**config.mk**
```make
export PLATFORM = sky130hd
export DESIGN_NAME = fixed_frame_slave_responder_core
export DESIGN_NICKNAME = d
export VERILOG_FILES = /design/src/design/fsfr_pkg.sv /design/src/design/fsfr_crc_unit.sv /design/src/design/fixed_frame_slave_responder_core.sv
export VERILOG_INCLUDE_DIRS = /design/src /design/src/design
export SDC_FILE = /design/constraint.sdc
export NUM_CORES = 1
export LEC_CHECK = 0
export CAP_MARGIN = 0
export CORE_ASPECT_RATIO = 0.75
export CORE_UTILIZATION = 50
export CTS_CLUSTER_DIAMETER = 80
export DETAILED_ROUTE_END_ITERATION = 10
export DONT_BUFFER_PORTS = 1
export PLACE_DENSITY = 0.75
export SYNTH_ARGS = -nofsm -noshare
export SYNTH_HDL_FRONTEND = slang
export SYNTH_SLANG_ARGS = --single-unit
```
**constraint.sdc**
```tcl
create_clock -name clock -period 7.1 [get_ports clock]
set_clock_uncertainty 0.1 [all_clocks]
set_input_delay 0 -clock clock [delete_from_list [all_inputs] [get_ports clock]]
set_output_delay 0 -clock clock [all_outputs]
set_load 0.05 [all_outputs]
```
**src/design/fixed_frame_slave_responder_core_assert.svh**
```systemverilog
// assertion macros shared by the responder rtl
`ifndef FIXED_FRAME_SLAVE_RESPONDER_CORE_ASSERT_SVH
`define FIXED_FRAME_SLAVE_RESPONDER_CORE_ASSERT_SVH

// same-cycle implication, disabled during reset
`define FSFR_ASSERT_NOW(label, clk, rst, lhs, rhs) \
   label: assert property (@(posedge clk) disable iff (rst) (lhs) |-> (rhs)) \
      else $error("%m: assertion failed");

// next-cycle implication, disabled during reset
`define FSFR_ASSERT_NEXT(label, clk, rst, lhs, rhs) \
   label: assert property (@(posedge clk) disable iff (rst) (lhs) |=> (rhs)) \
      else $error("%m: assertion failed");

`endif

```
**src/design/fsfr_pkg.sv**
```systemverilog
// ----------------------------------------------------------------------------
// fsfr_pkg
// Types and constants of the fixed frame slave responder.
// ----------------------------------------------------------------------------
package fsfr_pkg;

   localparam int FRAME_BYTES = 20;
   localparam int POS_W       = 5;
   localparam int OWN_W       = 4;

   localparam logic [POS_W-1:0] POS_ADDR    = 5'd0;
   localparam logic [POS_W-1:0] POS_CMD     = 5'd1;
   localparam logic [POS_W-1:0] POS_DATA0   = 5'd2;
   localparam logic [POS_W-1:0] POS_DATA1   = 5'd3;
   localparam logic [POS_W-1:0] POS_CRC_LO  = 5'd18;
   localparam logic [POS_W-1:0] POS_CRC_HI  = 5'd19;

   localparam logic [15:0] CRC_INIT = 16'hFFFF;
   localparam logic [15:0] CRC_POLY = 16'hA001;

   localparam logic [7:0] CMD_ADDR_WRITE = 8'hFF;
   localparam logic [7:0] CMD_STATUS     = 8'h01;
   localparam logic [7:0] CMD_IDENT      = 8'h07;

   localparam logic [7:0] MASTER_ADDR      = 8'h00;
   localparam logic [7:0] STATUS_DATA1     = 8'h64;
   localparam logic [7:0] IDENT_DATA0      = 8'hFE;
   localparam logic [7:0] IDENT_DATA1      = 8'h0C;
   localparam logic [7:0] ZERO_BYTE        = 8'h00;

   localparam logic       KIND_REPLY  = 1'b0;
   localparam logic       KIND_NOTICE = 1'b1;

   typedef enum logic [1:0] {
      ST_COLLECT,
      ST_CHECK,
      ST_REPLY,
      ST_NOTICE
   } state_type;

   typedef struct packed {
      logic init;
      logic step;
   } crc_ctrl_type;

endpackage

```
**src/design/fsfr_crc_unit.sv**
```systemverilog
// ----------------------------------------------------------------------------
// fsfr_crc_unit
// Shared CRC16-MODBUS accumulator, one byte per step.
// ----------------------------------------------------------------------------
module fsfr_crc_unit (
   input  logic                  clock,
   input  fsfr_pkg::crc_ctrl_type ctrl,
   input  logic [7:0]            data_byte,
   output logic [15:0]           crc_value
);
   import fsfr_pkg::*;

   logic [15:0] crc_ff;
   logic [15:0] crc_in;
   logic [15:0] base;

   function automatic logic [15:0] crc_byte(input logic [15:0] crc, input logic [7:0] d);
      logic [15:0] c;
      c = crc ^ {8'h00, d};
      for (int b = 0; b < 8; b++) begin
         c = c[0] ? ((c >> 1) ^ CRC_POLY) : (c >> 1);
      end
      return c;
   endfunction

   always_comb begin
      base   = ctrl.init ? CRC_INIT : crc_ff;
      crc_in = ctrl.step ? crc_byte(base, data_byte) : crc_ff;
   end

   always_ff @(posedge clock) begin
      crc_ff <= crc_in;
   end

   assign crc_value = crc_ff;

endmodule

```
**src/design/fixed_frame_slave_responder_core.sv**
```systemverilog
// a request byte is taken per cycle while a frame is collected (req_stall low)
// after the twentieth byte: a check state, then 20 reply bytes one per cycle
// (or one notice), gated by rsp_stall; the first result passes the check state,
// the reply or notice state and the output register; req_stall stays high in
// the check state and in the reply or notice state, also for a dropped frame
// reset: collection restarts at position 0, own address 1, broadcast address 0
// ----------------------------------------------------------------------------
// fixed_frame_slave_responder_core
// Collects 20-byte frames, checks CRC16-MODBUS and answers addressed frames.
// ----------------------------------------------------------------------------
`include "fixed_frame_slave_responder_core_assert.svh"

module fixed_frame_slave_responder_core #(
   parameter int ADDR_MAX = 8
) (
   input  logic       clock,
   input  logic       reset,
   input  logic       csr_wr_en,
   input  logic [7:0] csr_wr_data,
   input  logic       req_valid,
   output logic       req_stall,
   input  logic [7:0] req_rx_byte,
   output logic       rsp_valid,
   input  logic       rsp_stall,
   output logic       rsp_out_kind,
   output logic [7:0] rsp_out_byte,
   output logic       rsp_out_last
);
   import fsfr_pkg::*;

   localparam logic [7:0] ADDR_MAX_BYTE = 8'(ADDR_MAX);

   state_type          state_ff, state_in;
   logic [POS_W-1:0]   pos_ff, pos_in;
   logic [POS_W-1:0]   cnt_ff, cnt_in;
   logic [OWN_W-1:0]   own_ff, own_in;
   logic [7:0]         bcast_ff, bcast_in;
   logic [7:0]         addr_ff, cmd_ff, data0_ff, crc_lo_ff, crc_hi_ff;
   logic               rsp_valid_ff, rsp_valid_in;
   logic               rsp_kind_ff, rsp_kind_in;
   logic [7:0]         rsp_byte_ff, rsp_byte_in;
   logic               rsp_last_ff, rsp_last_in;

   logic               req_accept;
   logic               slot_free;
   logic               crc_ok, for_me, set_addr, addr_ok;
   logic               load_out;
   logic [7:0]         reply_byte;
   logic [7:0]         crc_data;
   logic [15:0]        crc_value;
   crc_ctrl_type       crc_ctrl;

   fsfr_crc_unit u_crc (
      .clock     (clock),
      .ctrl      (crc_ctrl),
      .data_byte (crc_data),
      .crc_value (crc_value)
   );

   assign req_accept = req_valid && !req_stall;
   assign slot_free  = !rsp_valid_ff || !rsp_stall;

   assign crc_ok   = (crc_value == {crc_hi_ff, crc_lo_ff});
   assign for_me   = (addr_ff == bcast_ff) || (addr_ff == {4'h0, own_ff});
   assign set_addr = (cmd_ff == CMD_ADDR_WRITE);
   assign addr_ok  = (data0_ff != ZERO_BYTE) && (data0_ff <= ADDR_MAX_BYTE);

   // reply byte for the current output position
   always_comb begin
      case (cnt_ff)
         POS_ADDR:   reply_byte = MASTER_ADDR;
         POS_CMD:    reply_byte = cmd_ff;
         POS_DATA0:  reply_byte = (cmd_ff == CMD_IDENT) ? IDENT_DATA0 : ZERO_BYTE;
         POS_DATA1:  reply_byte = (cmd_ff == CMD_IDENT)  ? IDENT_DATA1 :
                                  (cmd_ff == CMD_STATUS) ? STATUS_DATA1 : ZERO_BYTE;
         POS_CRC_LO: reply_byte = crc_value[7:0];
         POS_CRC_HI: reply_byte = crc_value[15:8];
         default:    reply_byte = ZERO_BYTE;
      endcase
   end

   // next state
   always_comb begin
      state_in = state_ff;
      unique case (state_ff)
         ST_COLLECT: begin
            if (req_accept && pos_ff == POS_CRC_HI) state_in = ST_CHECK;
         end
         ST_CHECK: begin
            if (!crc_ok || !for_me) state_in = ST_COLLECT;
            else if (set_addr)      state_in = addr_ok ? ST_NOTICE : ST_COLLECT;
            else                    state_in = ST_REPLY;
         end
         ST_REPLY: begin
            if (slot_free && cnt_ff == POS_CRC_HI) state_in = ST_COLLECT;
         end
         ST_NOTICE: begin
            if (slot_free) state_in = ST_COLLECT;
         end
         default: state_in = ST_COLLECT;
      endcase
   end

   // state outputs
   always_comb begin
      req_stall     = 1'b1;
      load_out      = 1'b0;
      crc_ctrl.init = 1'b0;
      crc_ctrl.step = 1'b0;
      crc_data      = req_rx_byte;
      rsp_kind_in   = KIND_REPLY;
      rsp_byte_in   = reply_byte;
      rsp_last_in   = 1'b0;
      unique case (state_ff)
         ST_COLLECT: begin
            req_stall     = 1'b0;
            crc_ctrl.init = (pos_ff == POS_ADDR);
            crc_ctrl.step = req_accept && (pos_ff < POS_CRC_LO);
         end
         ST_CHECK: begin
         end
         ST_REPLY: begin
            load_out      = slot_free;
            crc_data      = reply_byte;
            crc_ctrl.init = (cnt_ff == POS_ADDR);
            crc_ctrl.step = slot_free && (cnt_ff < POS_CRC_LO);
            rsp_last_in   = (cnt_ff == POS_CRC_HI);
         end
         ST_NOTICE: begin
            load_out    = slot_free;
            rsp_kind_in = KIND_NOTICE;
            rsp_byte_in = {4'h0, own_ff};
            rsp_last_in = 1'b1;
         end
         default: begin
         end
      endcase
   end

   always_comb begin
      pos_in = pos_ff;
      if (req_accept) pos_in = (pos_ff == POS_CRC_HI) ? POS_ADDR : pos_ff + 5'd1;

      cnt_in = cnt_ff;
      if (state_ff == ST_CHECK)            cnt_in = POS_ADDR;
      else if (state_ff == ST_REPLY && slot_free) cnt_in = cnt_ff + 5'd1;

      own_in = own_ff;
      if (state_ff == ST_CHECK && crc_ok && for_me && set_addr && addr_ok) begin
         own_in = data0_ff[OWN_W-1:0];
      end

      bcast_in = csr_wr_en ? csr_wr_data : bcast_ff;

      if (load_out)       rsp_valid_in = 1'b1;
      else if (rsp_stall) rsp_valid_in = rsp_valid_ff;
      else                rsp_valid_in = 1'b0;
   end

   always_ff @(posedge clock) begin
      if (reset) begin
         state_ff     <= ST_COLLECT;
         pos_ff       <= POS_ADDR;
         cnt_ff       <= POS_ADDR;
         own_ff       <= 4'd1;
         bcast_ff     <= 8'h00;
         rsp_valid_ff <= 1'b0;
      end else begin
         state_ff     <= state_in;
         pos_ff       <= pos_in;
         cnt_ff       <= cnt_in;
         own_ff       <= own_in;
         bcast_ff     <= bcast_in;
         rsp_valid_ff <= rsp_valid_in;
      end
   end

   // captured header and trailer bytes of the frame
   always_ff @(posedge clock) begin
      if (req_accept) begin
         unique case (pos_ff)
            POS_ADDR:   addr_ff   <= req_rx_byte;
            POS_CMD:    cmd_ff    <= req_rx_byte;
            POS_DATA0:  data0_ff  <= req_rx_byte;
            POS_CRC_LO: crc_lo_ff <= req_rx_byte;
            POS_CRC_HI: crc_hi_ff <= req_rx_byte;
            default: begin
            end
         endcase
      end
      if (load_out) begin
         rsp_kind_ff <= rsp_kind_in;
         rsp_byte_ff <= rsp_byte_in;
         rsp_last_ff <= rsp_last_in;
      end
   end

   assign rsp_valid    = rsp_valid_ff;
   assign rsp_out_kind = rsp_kind_ff;
   assign rsp_out_byte = rsp_byte_ff;
   assign rsp_out_last = rsp_last_ff;

   `FSFR_ASSERT_NOW(a_notice_last, clock, reset, rsp_valid_ff && rsp_kind_ff, rsp_last_ff)
   `FSFR_ASSERT_NOW(a_notice_range, clock, reset, rsp_valid_ff && rsp_kind_ff,
                    (rsp_byte_ff != ZERO_BYTE) && (rsp_byte_ff <= ADDR_MAX_BYTE))
   `FSFR_ASSERT_NOW(a_own_range, clock, reset, 1'b1,
                    (own_ff != 4'd0) && ({4'h0, own_ff} <= ADDR_MAX_BYTE))
   `FSFR_ASSERT_NEXT(a_frame_end_check, clock, reset,
                     req_accept && (pos_ff == POS_CRC_HI), state_ff == ST_CHECK)
   `FSFR_ASSERT_NOW(a_reply_count, clock, reset, state_ff == ST_REPLY, cnt_ff <= POS_CRC_HI)

endmodule
```
==> results of run 1 <==
## cells in the mapped netlist (4+ instances only)
| cell | count | area (um2) |
|---|---|---|
| inv_1 | 11 | 41.29 |
| clkbuf_1 | 7 | 26.28 |
| nand2_1 | 8 | 30.03 |
| dfxtp_1 | 25 | 500.5 |
| xor2_1 | 37 | 324.1 |
| buf_2 | 5 | 25.02 |
| a22oi_1 | 8 | 60.06 |
| nand4_1 | 8 | 50.05 |
| ha_1 | 8 | 100.1 |
| o21bai_1 | 7 | 52.55 |
| nor2_1 | 47 | 176.4 |
| mux2i_1 | 12 | 120.1 |
| a31oi_1 | 9 | 56.30 |
| edfxtp_1 | 66 | 1982 |
| or2_2 | 6 | 37.54 |
| nor2b_1 | 6 | 37.54 |
| nor4_1 | 10 | 62.56 |
| xnor2_1 | 16 | 140.1 |
| a21oi_1 | 9 | 45.04 |
| and2_1 | 4 | 25.02 |
| a22o_1 | 5 | 43.79 |
## cell type report
cell class / instances / area (um2)
flip-flops and latches: 91 / 2482
fillers: 659 / 3456
clock inverters: 6 / 65.06
multi-input cells: 243 / 1797
clock buffers: 10 / 229.0
well taps: 108 / 135.1
inverters: 11 / 41.29
repair buffers: 29 / 285.3
## sequential cells by signal (all words and copies together) (netlist names)
name,flops
addr_ff,8
bcast_ff,8
cnt_ff,5
cmd_ff,8
pos_ff,5
crc_lo_ff,8
data0_ff,8
rsp_out_kind,1
u_crc.crc_value,16
own_ff,4
rsp_valid,1
rsp_out_byte,8
state_ff,2
rsp_out_last,1
crc_hi_ff,8
## how the worst max path moves through the flow
stage                                   startpoint                           endpoint  slack, ps  cells after the start
final                     state_ff[0]$_SDFFE_PP0P_  u_crc.crc_value[14]$_SDFFCE_PN0P_       3860                      6
after global routing      state_ff[0]$_SDFFE_PP0P_       u_crc.crc_value[0]$_DFFE_PP_       3680                      6
after CTS                 state_ff[0]$_SDFFE_PP0P_  u_crc.crc_value[14]$_SDFFCE_PN0P_       3900                      7
after detailed placement    cnt_ff[0]$_SDFFE_PP0P_       u_crc.crc_value[0]$_DFFE_PP_       3920                      9
after global placement    state_ff[0]$_SDFFE_PP0P_  u_crc.crc_value[14]$_SDFFCE_PN0P_       4000                      7
after floorplan             cnt_ff[0]$_SDFFE_PP0P_       u_crc.crc_value[0]$_DFFE_PP_       4270                     10
## critical path: stages (launching register included)
cell and delay, ps:
dfxtp_1 500, nor2b_1 920, a31oi_1 290, xnor2_1 410, xnor2_2 190, xnor3_2 410, xor2_1 160
## cells by family after synthesis
family | count (synthesis) | share of synthesized area (%)
fa+ha+maj | 8 | 2.285
buf+inv | 25 | 2.342
simple gates | 107 | 13.54
xor+xnor | 56 | 12.02
mux | 12 | 2.741
flops | 91 | 56.65
compound gates | 60 | 10.42
## where the power goes
| group | switching [mW] | internal [mW] |
|---|---|---|
| clock network | 0.199 | 0.273 |
| registers | 0.0715 | 0.651 |
| logic | 0.146 | 0.137 |
| total | 0.416 | 1.06 |
## layout by cell type, fill, tap and decap left out, drive strengths merged, types with 4 or more instances in the layout
master / n
dlygate4sd3: 27
dfxtp: 25
clkbuf: 10
nor4: 11
a31oi: 10
edfxtp: 66
or2: 6
ha: 8
xnor2: 17
nor3: 4
nand4: 8
and2: 5
a22o: 5
nand2: 8
a22oi: 8
mux2i: 12
inv: 12
nor2b: 6
xor2: 37
o21bai: 7
a21oi: 9
nor2: 47
## routing by layer
metal	global-route usage, %	vias to the layer above	wire length (um)
met5	0	-	0
li1	-	1376	-
met3	7.614	15	848
met2	34.89	140	4689
met4	7.536	0	168
met1	36.36	1465	4814
## timing repair
item | 4_1_cts | 5_1_grt
buffers inserted | 0 | 0
endpoints found under the hold margin | 66 | 0
hold buffers | 27 | 0
==> flow_summary.yaml, run 1 <==
grt:
  gr-total-overflow: 0
  grt_max_degree: 22
  grt.total_usage_pct: 24.70
  antenna_found_initial: 0
  grt_pass1_vias: 2882
  grt_pass1_wl_mm: 16.08
setup_path:
  worstReg2RegStart: "state_ff[0]$_SDFFE_PP0P_"
  worstReg2RegEnd: "u_crc.crc_value[14]$_SDFFCE_PN0P_"
  cp.arrival_ps: 3220
  rr_worst_depth: 6
  critPathKind: "reg -> reg"
  cp-start-kind: "flop"
  crit_path_max_fanout: 18
  critPathCaptureType: "flop"
  critPathRequiredTime_ps: 7080
  r2r_slack_ps: 3860
detailed_routing:
  drt-pass1-iter-count: 4
  via_count: 2996
  drt_iter0_markers: 262
  wl_per_cell_um: 21.12
  wirelength_mm: 10.52
  drc_errors: 0
  postRouteAntennaNets: 0
  vias_per_cell: 6.016
run_status:
  status: "finished clean"
clock_tree:
  cts_tree: "yes"
  clockBufferDepth: 2
  cts_sinks: 91
  h-tree-depth: 3
  numCtsBuffers: 9
  clk_pin_slew_worst_paths_ps: 60
  clock_latency_ps: 340
  ctsResizeCount: 0
  cts-root-buf: "clkbuf_16"
synth:
  synth_area_um2: 4382
  synth-main-ff-cell: "edfxtp_1"
  synth.distinct_cells: 50
  synth_edf_count: 66
  ys_ff_latch: 91
  yosys_warnings: 0
  syn_area_per_cell_um2: 12.21
  async_reset_ff_share_pct: 0
  synth_seq_area_share_pct: 56.65
  syn_nets: 388
  synth_cells: 359
sta:
  setup_viol: 0
  setup_ws_ps: 3860
  finalCritPeriodShare_pct: 45.63
  timing.fmax_mhz: 308.7
  fin_hold_ws_ps: 44.01
  finalMaxSlewViolations: 0
  min_period_ps: 3240
  hold_viol: 0
  worst_pin_slew_ps: 1088
  grt_setup_unrepaired: "false"
  tns_ps: 0
  slew_headroom_pct: 27.32
placed_design:
  gp_congestion: 0.9383
  dpl_cell_area_um2: 4471
  portBuffers: 0
  pre_cts_ws_ps: 3918
  dp_hpwl_mm: 7.199
  dp.cells: 455
hold_path:
  hold_path.class: "in -> reg"
  hp-start: "req_valid"
  min_to: "pos_ff[0]$_SDFFE_PP0P_"
  min_path_cells: 4
cells_and_area:
  drive_gt1_share_pct: 7.949
  stdcell_area_um2: 5035
  area_delta_synth_final_pct: 14.91
  final_util_pct: 59.30
  n_antenna_cell: 0
  nets: 414
  final_cells: 498
power:
  powerDensity_nw_per_um2: 293.3
  peakVddDrop_v: 0.0002761
  power_mw: 1.477
  leakagePower_nw: 1.797
floorplan:
  rows: 29
  start_util_pct: 51.61
  die_w_um: 110.1
  fp.dieH_um: 83.07
  die_area_um2: 9146
  core_um2: 8491
  pin_count: 33
job:
  cap_violations: 0
Note: power is estimated with default switching activity, not from simulation.
==> run 2, diff against run 1 <==
- ABC_AREA: default -> 1
- clock period: 7.1 -> 3.2 ns (I/O delays scaled with it)
==> run 2 against run 1 <==
Worst hold slack got worse by 15 ps. Final area rose by 13%. First-iteration DRC count rose by 81%. Synthesized cell count rose by 52%. Final cell count rose by 45%. Die area rose by 11%. Core utilization rose by 2.4 points. Critical path type unchanged. Clock-buffer cell count did not move.
==> flow_summary.yaml, run 2 <==
sta:
  timing.fmax_mhz: 369.7
  tns_ps: 0
  finalMaxSlewViolations: 0
  slew_headroom_pct: 35.23
  grt_setup_unrepaired: "false"
  min_period_ps: 2705
  setup_viol: 0
  hold_viol: 0
  finalCritPeriodShare_pct: 84.52
  fin_hold_ws_ps: 28.65
  worst_pin_slew_ps: 967.9
  setup_ws_ps: 495.3
synth:
  async_reset_ff_share_pct: 0
  synth_edf_count: 66
  synth-main-ff-cell: "edfxtp_1"
  synth_commonest_cells: "nand2_1 (92), edfxtp_1 (66), nor2_1 (66), inv_1 (64), nand3_1 (43)"
  yosys_warnings: 0
  yosysTopAreaCell: "edfxtp_1"
  syn_nets: 575
  ys_ff_latch: 91
  syn_area_per_cell_um2: 8.919
  synth_area_um2: 4870
  synth.most_common_cell: "nand2_1"
  synth.distinct_cells: 41
  synth_top_area_share_pct: 40.70
  synth_seq_area_share_pct: 50.98
  synth_cells: 546
  ys_top_cells_by_area: "edfxtp_1 (41%), dfxtp_1 (10%), nand2_1 (7.1%)"
detailed_routing:
  postRouteAntennaNets: 0
  drt-pass1-iter-count: 5
  drt_iter0_markers: 475
  drc_errors: 0
  wl_per_cell_um: 18.39
  wirelength_mm: 13.32
  vias_per_cell: 5.728
  via_count: 4147
floorplan:
  die_w_um: 116.0
  rows: 30
  pin_count: 33
  start_util_pct: 52.74
  core_um2: 9234
  die_area_um2: 10140
  fp.dieH_um: 87.47
clock_tree:
  ctsResizeCount: 0
  clockBufferDepth: 2
  clk_pin_slew_worst_paths_ps: 70
  h-tree-depth: 3
  clock_latency_ps: 360
  hold_buffers: 36
  numCtsBuffers: 9
  cts_sinks: 91
  cts_tree: "yes"
  post_cts_buffers: 0
  cts-root-buf: "clkbuf_16"
setup_path:
  cp-start-kind: "flop"
  crit_path_max_fanout: 7
  critPathKind: "reg -> reg"
  worstReg2RegStart: "cnt_ff[0]$_SDFFE_PP0P_"
  critPathCaptureType: "flop"
  critPathRequiredTime_ps: 3220
  cp.arrival_ps: 2720
  crit_start: "cnt_ff[0]$_SDFFE_PP0P_"
  rr_worst_depth: 13
power:
  leakagePower_nw: 2.328
  peakVddDrop_v: 0.0005499
  power_mw: 3.434
  powerDensity_nw_per_um2: 603.1
job:
  cap_violations: 0
cells_and_area:
  multi_input_area_um2: 2063
  layout_commonest_cell: "nand2_1"
  area_delta_synth_final_pct: 16.93
  stdcell_area_um2: 5694
  layout_common_cells: "nand2_1 (92), nor2_1 (66), edfxtp_1 (66)"
  largest_reg_flops: 16
  nets: 620
  regArea_um2: 2482
  n_antenna_cell: 0
  drive_gt1_share_pct: 13.76
  fill_cells: 771
  final_util_pct: 61.67
  final_cells: 724
hold_path:
  hold_path.class: "in -> reg"
  min_path_cells: 4
  hp-start: "req_rx_byte[1]"
grt:
  grt.total_usage_pct: 28.71
  gr-total-overflow: 0
  grt_pass1_wl_mm: 20.58
  grt_max_degree: 21
  grt_pass1_vias: 3807
  antenna_found_initial: 0
placed_design:
  pre_cts_ws_ps: 499.2
  dp.cells: 672
  portBuffers: 0
  gp_congestion: 0.9825
  dp_hpwl_mm: 9.382
  dpl_cell_area_um2: 5024
run_status:
  status: "finished clean"
[run 2: changes by cell type after synthesis, moves of 12 or more]
cell,before,now
inv_1,11,64
mux2i_1,12,0
nand2_1,8,92
nand2_2,0,18
nand3_1,3,43
nand4_1,8,24
nor2_1,47,66
o21ai_0,3,23
xor2_1,37,12
[run 2: worst paths after layout]
kind	to	slack (ps)
max	u_crc.crc_value[15]$_SDFFCE_PN0P_	500
min	u_crc.crc_value[8]$_DFFE_PP_	30
max reg2reg	u_crc.crc_value[15]$_SDFFCE_PN0P_	500
min reg2reg	pos_ff[1]$_SDFFE_PP0P_	420
[run 2: cells by family (layout without fill, tap and decap cells)]
kind of cell	after synthesis	in the layout	share of synthesized area, %
AO/OA/AOI/OAI	57	57	6.912
XOR/XNOR	20	20	3.597
adder cells (fa/ha/maj)	8	8	2.056
buffers and inverters	81	131	6.809
flip-flops	91	91	50.98
AND/OR/NAND/NOR	289	289	29.65
[run 2: layer usage]
layer	vias to the layer above	track usage, %	part of all wire (%)
met4	0	10.49	2.5
met2	226	42.64	43
met3	34	8.490	11
li1	1935	-	-
met1	1952	39.73	44
met5	-	0	0
[run 2: layout make-up]
cell class / instances / area share, %
tap: 128 / 2.813
clock buffer: 10 / 4.197
inverter: 74 / 4.922
timing repair buffer: 41 / 6.987
clock inverter: 6 / 1.252
multi-input combinational: 374 / 36.23
sequential: 91 / 43.59
[run 2: worst max-delay path, cell delays in order, from the launching register on]
cell and delay, ps:
dfxtp_1 380, inv_1 110, ha_1 330, nand2_2 140
nor2_1 80, nand2_1 60, o21ai_0 80, or3_1 310
inv_1 130, o21ai_2 70, xor2_1 350, inv_1 120
nand3_1 130, nand2_1 60
[run 2: where the power goes]
part	internal (mW)	switching (mW)	total, mW
Clock	0.633	0.475	1.11
Combinational	0.259	0.480	0.740
Sequential	1.43	0.158	1.59
Total	2.32	1.11	3.43
==> run 3, diff against run 2 <==
- ABC_AREA: 1 -> 0
- PLACE_DENSITY: 0.75 -> 0.78
- clock period: 3.2 -> 2.4 ns (I/O delays scaled with it)
==> run 3 against run 2 <==
The flow now finishes with violations (setup timing). Fmax is 2.2% lower. Core utilization grew 8.4 points. First-iteration DRC count down 32%. Sequential share of layout area down 1.7 points.
==> flow_summary.yaml, run 3 (synthesized netlist as in run 1, its figures left out) <==
power:
  peakVddDrop_v: 0.0009062
  powerDensity_nw_per_um2: 782.1
  leakagePower_nw: 2.274
  power_mw: 4.653
placed_design:
  dp_hpwl_mm: 8.374
  gp_congestion: 0.9000
  pre_cts_ws_ps: -407.8
  dpl_cell_area_um2: 5106
  portBuffers: 0
floorplan:
  rows: 29
  start_util_pct: 51.61
  fp.dieH_um: 83.07
  core_um2: 8491
  die_area_um2: 9146
  die_w_um: 110.1
  pin_count: 33
cells_and_area:
  stdcell_area_um2: 5949
  layout_common_cells: "buf_4 (86), edfxtp_1 (66), nor2_1 (46)"
  area_delta_synth_final_pct: 35.78
  largest_reg_flops: 16
  drive_gt1_share_pct: 33.54
  n_antenna_cell: 0
  nets: 501
  fill_cells: 553
  layout_commonest_cell: "buf_4"
setup_path:
  critPathCaptureType: "flop"
  crit_path_max_fanout: 3
  critPathKind: "reg -> reg"
  worstReg2RegEnd: "u_crc.crc_value[14]$_SDFFCE_PN0P_"
  cp.arrival_ps: 2770
  path_cells: "nor4_4 -> buf_4 -> buf_6 -> nand4_1 -> a31oi_4 -> xnor2_2 -> xnor2_2 -> xnor3_2 -> xor2_1"
  endpoint: "u_crc.crc_value[14]$_SDFFCE_PN0P_"
  rr_worst_depth: 9
  critPathRequiredTime_ps: 2400
  crit_start: "cmd_ff[4]$_DFFE_PP_"
  slowest_stage: "edfxtp_1"
  worstReg2RegStart: "cmd_ff[4]$_DFFE_PP_"
  crit_top_cell: "xnor2_2"
  slowest_delay_ps: 450
  cp-start-kind: "flop"
  r2r_slack_ps: -370
clock_tree:
  clk_pin_slew_worst_paths_ps: 70
  cts_tree: "yes"
  cts_sinks: 91
  clockBufferDepth: 2
  numCtsBuffers: 9
  h-tree-depth: 3
  clock_latency_ps: 350
  cts-root-buf: "clkbuf_16"
detailed_routing:
  via_count: 3441
  vias_per_cell: 5.882
  postRouteAntennaNets: 0
  drt_iter0_markers: 322
  wl_per_cell_um: 21.64
  wirelength_mm: 12.66
  drt-pass1-iter-count: 5
  drc_errors: 0
grt:
  grt_max_degree: 22
  gr-total-overflow: 0
  grt.total_usage_pct: 29.08
  grt_pass1_vias: 3469
  grt_pass1_wl_mm: 19.04
  antenna_found_initial: 0
sta:
  worst_pin_slew_ps: 822.7
  setup_viol: 5
  min_period_ps: 2766
  grt_setup_unrepaired: "true"
  hold_viol: 0
  slew_headroom_pct: 44.97
  setup_ws_ps: -365.7
  fin_hold_ws_ps: 37.39
  timing.fmax_mhz: 361.6
  finalCritPeriodShare_pct: 115.2
  finalMaxSlewViolations: 0
run_status:
  status: "finished, violations left"
  violations: "setup timing"
hold_path:
  hold_path.class: "in -> reg"
job:
  cap_violations: 0
[run 3: critical path, delay by kind of cell, from the launching register on]
kind,cells,cell delay (ps)
AOI/OAI and AO/OA,1,230
xor gates and xnor gates,4,830
buffers and inverters,2,290
DFF,1,450
and+or+nand+nor,2,610
[run 3: layout make-up]
type,count,area [um2],area share (%)
inverters,11,41.29,0.6940
repair buffers,116,949.7,15.96
well taps,108,135.1,2.271
clock inverters,6,47.55,0.7992
flip-flops and latches,91,2491,41.87
multi-input cells,243,2056,34.55
clock buffers,10,229.0,3.849
[run 3: metrics by stage]
step	utilization, %	TNS (ps)	instances
floorplan	-	-642.5	359
global placement	60.14	-994.5	529
detailed placement	60.14	-1280	529
CTS	68.24	-859.6	579
global route	70.07	-2298	585
finish	70.07	-1115	585
[run 3: repair_timing]
item / 4_1_cts / 5_1_grt
pin swaps: 13 / 17
hold buffers: 27 / 0
hold endpoints to repair: 66 / 0
gates resized for setup: 16 / 21
endpoints found under the setup margin: 6 / 12
cloned: 0 / 0
setup buffers: 7 / 8
[run 3: layer usage]
layer / up-vias / track usage (%) / wire length, um
li1: 1549 / - / -
met1: 1664 / 37.89 / 5087
met2: 189 / 46.76 / 6034
met3: 39 / 6.986 / 1104
met4: 0 / 11.12 / 430
met5: - / 0 / 0
[run 3: report_power, final]
part / internal (mW) / switching (mW) / total, mW / leakage [nW]
registers: 1.93 / 0.184 / 2.11 / 0.813
clock network: 0.709 / 0.623 / 1.33 / 0.122
logic: 0.630 / 0.581 / 1.21 / 1.34
[run 3: worst min-delay path by stage]
stage / startpoint / cells after the start / slack [ps] / to
global route: req_rx_byte[0] / 3 / 50 / u_crc.crc_value[6]$_DFFE_PP_
CTS: req_rx_byte[0] / 3 / 30 / u_crc.crc_value[6]$_DFFE_PP_
detailed placement: reset / 1 / -30 / pos_ff[4]$_SDFFE_PP0P_
global placement: reset / 1 / -30 / rsp_valid$_SDFFE_PP0P_
finish: req_rx_byte[0] / 3 / 40 / u_crc.crc_value[6]$_DFFE_PP_
floorplan: req_rx_byte[0] / 0 / -1 / addr_ff[0]$_DFFE_PP_
